File: config.mk
export PLATFORM = sky130hd
export DESIGN_NAME = tope_tour_mem
export DESIGN_NICKNAME = d
export VERILOG_FILES = /design/src/hdl/tope_pkg.sv /design/src/hdl/tope_tour_mem.sv
export SDC_FILE = /design/constraint.sdc
export NUM_CORES = 2
export LEC_CHECK = 0
export ABC_AREA = 0
export BUFFER_PORTS_ARGS = -buffer_cell sky130_fd_sc_hd__clkbuf_2
export CELL_PAD_IN_SITES_DETAIL_PLACEMENT = 0
export CELL_PAD_IN_SITES_GLOBAL_PLACEMENT = 1
export CORE_MARGIN = 2
export CORE_UTILIZATION = 51
export DETAILED_ROUTE_END_ITERATION = 7
export PLACE_DENSITY = 0.76
export SLEW_MARGIN = 20
export SYNTH_ARGS = -nofsm -noshare
export SYNTH_HDL_FRONTEND = slang
export SYNTH_SLANG_ARGS = --single-unit
File: constraint.sdc
create_clock -name aclk -period 2.3 [get_ports aclk]
set_input_delay 0.23 -clock aclk [delete_from_list [all_inputs] [get_ports aclk]]
set_output_delay 0.23 -clock aclk [all_outputs]
set_load 0.1 [all_outputs]
File: src/hdl/tope_pkg.sv
// ----------------------------------------------------------------------------
// tope_pkg
// Shared types, codes and widths of the 2-opt tour engine.
// ----------------------------------------------------------------------------
package tope_pkg;

    localparam int DEF_MAX_CITIES = 256;
    localparam int DEF_DIST_BITS  = 32;

    localparam int KIND_W  = 3;
    localparam int INDEX_W = 8;
    localparam int CITY_W  = 8;
    localparam int CFG_W   = 9;
    localparam int DELTA_W = 34;
    localparam int LEN_W   = 40;
    localparam int VALUE_W = 32;

    localparam logic [KIND_W-1:0] KIND_DIST_WR = 3'd0;
    localparam logic [KIND_W-1:0] KIND_TOUR_WR = 3'd1;
    localparam logic [KIND_W-1:0] KIND_DELTA   = 3'd2;
    localparam logic [KIND_W-1:0] KIND_APPLY   = 3'd3;
    localparam logic [KIND_W-1:0] KIND_LENGTH  = 3'd4;

    typedef enum logic [2:0] {
        ST_IDLE,
        ST_DELTA,
        ST_REVERSE,
        ST_LENGTH,
        ST_FINISH,
        ST_RESPOND
    } state_t;

    typedef enum logic [2:0] {
        ACC_HOLD,
        ACC_CLEAR,
        ACC_ADD,
        ACC_SUB,
        ACC_ADD_SAT
    } acc_op_t;

    function automatic int acc_width(input int dist_bits);
        return (dist_bits + 3 > LEN_W + 2) ? dist_bits + 3 : LEN_W + 2;
    endfunction

endpackage

File: src/hdl/tope_tour_mem.sv
// ----------------------------------------------------------------------------
// tope_tour_mem
// Tour storage, one city per position, one write and one registered read.
// ----------------------------------------------------------------------------
module tope_tour_mem import tope_pkg::*; #(
    parameter int MAX_CITIES = DEF_MAX_CITIES
) (
    input  logic                          aclk,
    input  logic                          we,
    input  logic [$clog2(MAX_CITIES)-1:0] waddr,
    input  logic [CITY_W-1:0]             wdata,
    input  logic [$clog2(MAX_CITIES)-1:0] raddr,
    output logic [CITY_W-1:0]             rdata
);

    logic [CITY_W-1:0] mem [MAX_CITIES];
    logic [CITY_W-1:0] rdata_reg;

    always_ff @(posedge aclk) begin
        if (we) begin
            mem[waddr] <= wdata;
        end
        rdata_reg <= mem[raddr];
    end

    assign rdata = rdata_reg;

endmodule

# Yosys cells after proc, flatten, opt, wreduce, memory -nomap -nowiden
# Memory sizes are Yosys's and may differ from the RTL's. A register that Yosys moved wholly into a read port is not among the register bits.
# Cells that the tools add are included.
# totals
n_memories	1
ram_bits	2048
output_inout_bits	8
latch_bits	0
in_bits	26
register_bits	0
rom_bits	0
word_cells	3
# op_classes
div_mod_pow	0
n_lt_le_gt_ge	0
n_mul	0
muxes	2
n_addsub	0
shifts	0
n_bitwise	0
eq_ne	0
reduce_logical	0
# mem_list
memory	words	word_bits	rd	rd_ports_with_merged_regs	wr	line_no	source
mem	256	8	1	1	1	tope_tour_mem.sv:16	logic [CITY_W-1:0] mem [MAX_CITIES];
# op_table
operator	n
1-bit two-way mux	2

# Depth between registers and ports, before layout
# logic_depth
ltp_word	2
depth_mapped	11
depth_no_buf	6

# Worst setup path before layout
# Ideal clock, no wire load.
# synth_path
path_type	input-to-reg
from	input raddr[0]
to	register rdata_reg[2], in the netlist rdata[2] (read register of mem)
setup_slack_ns	0.132
setup_ns	0.131
required_ns	2.169
n_path_buf	4
t_arrival_ns	2.037
cell_stages	9
cell_sequence	buf_6 -> buf_12 -> buf_8 -> buf_2 -> mux4_2 -> a22oi_1 -> a21oi_1 -> nor4_1 -> nor4_2
# synth_lines
item	line_no	source
start: declaration	tope_tour_mem.sv:12	input logic [$clog2(MAX_CITIES)-1:0] raddr,
end: declaration	tope_tour_mem.sv:17	logic [CITY_W-1:0] rdata_reg;

==> results.cfg <==
[timing]
layout_min_cycle_time_ns = 2.29
worst_slew_pin_slew_ns = 0.910
hold_slack_ns = 0.0335
maxSlewViolCount = 0
timing.final.crit_share = 0.997
setup_viol = 0
rsz0062_at_grt = yes
setup_slack_ns = 0.00709
relSlewSlack = 0.389
timing.fmax_mhz = 436
skew_ns = 0.0574
hold_violations = 0

[routing]
first_pass_iters = 6
drt_iter0_markers = 4768
wl_microns = 197000
drc = 0
num_vias = 40846
viasPerCell = 6.12
wl_per_cell_microns = 29.5
ant_nets = 0

[yosys]
muxShareOfSynthArea = 0.146
synth.cell_area_sq_um = 79600
synth_cell_type_count = 55
synth_xor_area_frac = 0
synth_edf_count = 2048
syn_inst = 3733
synth_fp_nets = 3759
synthFlopType = edfxtp_1
synthSimpleGateAreaFrac = 0.0263
ys_seq_elements = 2056
postSynth.asyncResetShare = 0
syn-mean-instance-area_sq_um = 21.3
synth-adder-area-share = 0
yosysWarnings = 0
synth.yosys.seq_area_share = 0.775
synth_compound_gate_area_share = 0.0342
synth_top_family_by_area = multiplexers

[layout]
finalInstanceArea_sq_um = 94400
layout_commonest_cell = edfxtp_1
finish.utilization = 0.611
fill_cells = 10521
area_growth_pct = 18.6
layout_common_cells = 2048 x edfxtp_1, 629 x buf_4, 454 x mux4_2, 277 x nor2_1, 199 x clkbuf_16
instances_no_fill = 6676
largest_reg_flops = 2048
drive_gt1_frac = 0.333
nets = 4487

[placement]
placed_cell_area_sq_um = 87600
placed_cells = 6300
place_congestion = 0.881
dpl_worst_slack_ns = -0.995
port_buffers = 33
hpwl_microns = 128000

[global_routing]
antenna_found_initial = 9
grt_usage = 0.251
grt_overflow = 0
grt_pass1_wl_microns = 287000
grt_pass1_vias = 41605
grt_max_degree = 98

[critical_path]
max_stage_delay_ns = 0.55
critPathKind = reg -> reg
crit_arrival_ns = 3.01
crit_chain = mux4_2 -> mux4_2 -> nor2b_1 -> nor4_2 -> nor4_1
crit_slowest_cell = mux4_2
crit_path_end_kind = flip-flop
cp_top_family = multiplexers
startpoint_type = flip-flop
cp_num_buf_inv = 0
crit_path_frequent_cell = mux4_2
worstPathRequired_ns = 3.02
critPathMaxFanout = 1

[pwr]
p_comb_frac = 0.059
ir_drop_mv = 0.839
p_per_area_nw_per_um2 = 832
power_switching_w = 0.0169
leakage_nw = 30.7
switching_share = 0.215
p_seq_frac = 0.527
p_int_w = 0.0616
pwr-share-clk = 0.414

[flow_run]
max_cap_viol_count = 0

[clock_network]
clock_latency_ns = 0.85
h-tree-depth = 4
cts_buffers = 198
clk_pin_slew_ns = 0.06
clockBufferDepth = 3
post_cts_buffers = 0
cts-root-buf = clkbuf_16
clock-sinks = 2056
cts_tree = yes

[floorplan]
rows = 144
die_w_microns = 399
coreArea_sq_um = 154000
num_io_pins = 34
dieArea_sq_um = 159000
initial_core_util = 0.515
die_h_microns = 399

[worst_hold_path]
hold_class = in -> reg

[status]
status = completed
-- worst paths after layout --
path                   start    endpoint  slack, ns  cells past startpoint
setup / recovery  mem[64][1]    rdata[1]      0.007                      5
hold / removal      wdata[2]  mem[90][2]       0.03                      1
setup reg to reg  mem[64][1]    rdata[1]      0.007                      5
hold reg to reg   mem[32][5]    rdata[5]       1.06                      7
-- per-stage QoR --
step / setup TNS (ns) / power, W
after global placement: -10.10 / 0.0467
after CTS: -0.0642 / 0.0790
after global routing: -0.0276 / 0.0806
after detailed placement: -8.91 / 0.0468
after floorplan: 0 / 0.0443
final: 0 / 0.0785
-- power by group through the flow --
stage                     clock [W]  combinational (W)  sequential (W)
after CTS                    0.0329            0.00466          0.0414
after detailed placement          0            0.00460          0.0422
after global placement            0            0.00452          0.0422
after floorplan                   0            0.00201          0.0423
after global routing         0.0343            0.00489          0.0414
final                        0.0325            0.00465          0.0414
-- Yosys cell counts, types with 4 or more instances --
library cell  number  area share
o22a_1             5     0.00055
buf_12             8      0.0020
nand2b_1           8     0.00063
o22ai_1           28      0.0022
edfxtp_1        2048        0.77
buf_2             31      0.0020
mux2i_1          134       0.017
buf_1             22      0.0010
buf_8             13      0.0025
a211oi_1          16      0.0015
nor3_1            22      0.0014
buf_4             27      0.0025
dfxtp_1            8      0.0020
a22oi_1          133       0.013
nand4_1           10     0.00079
and2_1             6     0.00047
o21ai_0           10     0.00063
buf_6             21      0.0030
o221ai_1          46      0.0051
a221oi_1          13      0.0014
clkbuf_1         111      0.0052
nor2b_1           31      0.0024
a21oi_1           96      0.0060
o32ai_1            4     0.00044
or2_2              4     0.00031
nor4_1            24      0.0019
nand3_1           34      0.0021
a22o_1             8     0.00088
nor2_1           282       0.013
mux4_2           454        0.13
o211ai_1          10     0.00094
nand2_1           33      0.0016
-- timing repair --
item,in CTS,in global routing
hold buffers,5,0
endpoints found under the setup margin,9,7
resized for setup,21,10
pin swaps,6,4
hold endpoints to repair,268,0
-- per-layer routing --
metal  vias to the layer above  GRT usage  part of all wire
met5                         -          0           0.00023
met4                         8     0.0771             0.028
met3                       306     0.0498             0.092
met2                      1971      0.402              0.49
met1                     21390      0.353              0.39
li1                      17171          -                 -
-- cell type report --
type	count	area, sq um	share of cell area
clock inverters	130	1400	0.0148
well taps	2044	2560	0.0271
clock buffers	239	5150	0.0546
multi-input cells	1442	16700	0.177
inverters	2	7.51	0.0000795
flip-flops and latches	2056	61700	0.653
repair buffers	761	6930	0.0734
diodes	2	5.00	0.0000530
-- cell families after synthesis --
family	count (synthesis)
AO/OA/AOI/OAI	385
buffers and inverters	235
flip-flops	2056
multiplexers	591
AND/OR/NAND/NOR	466
No activity file was read; power rests on OpenSTA's default activity.
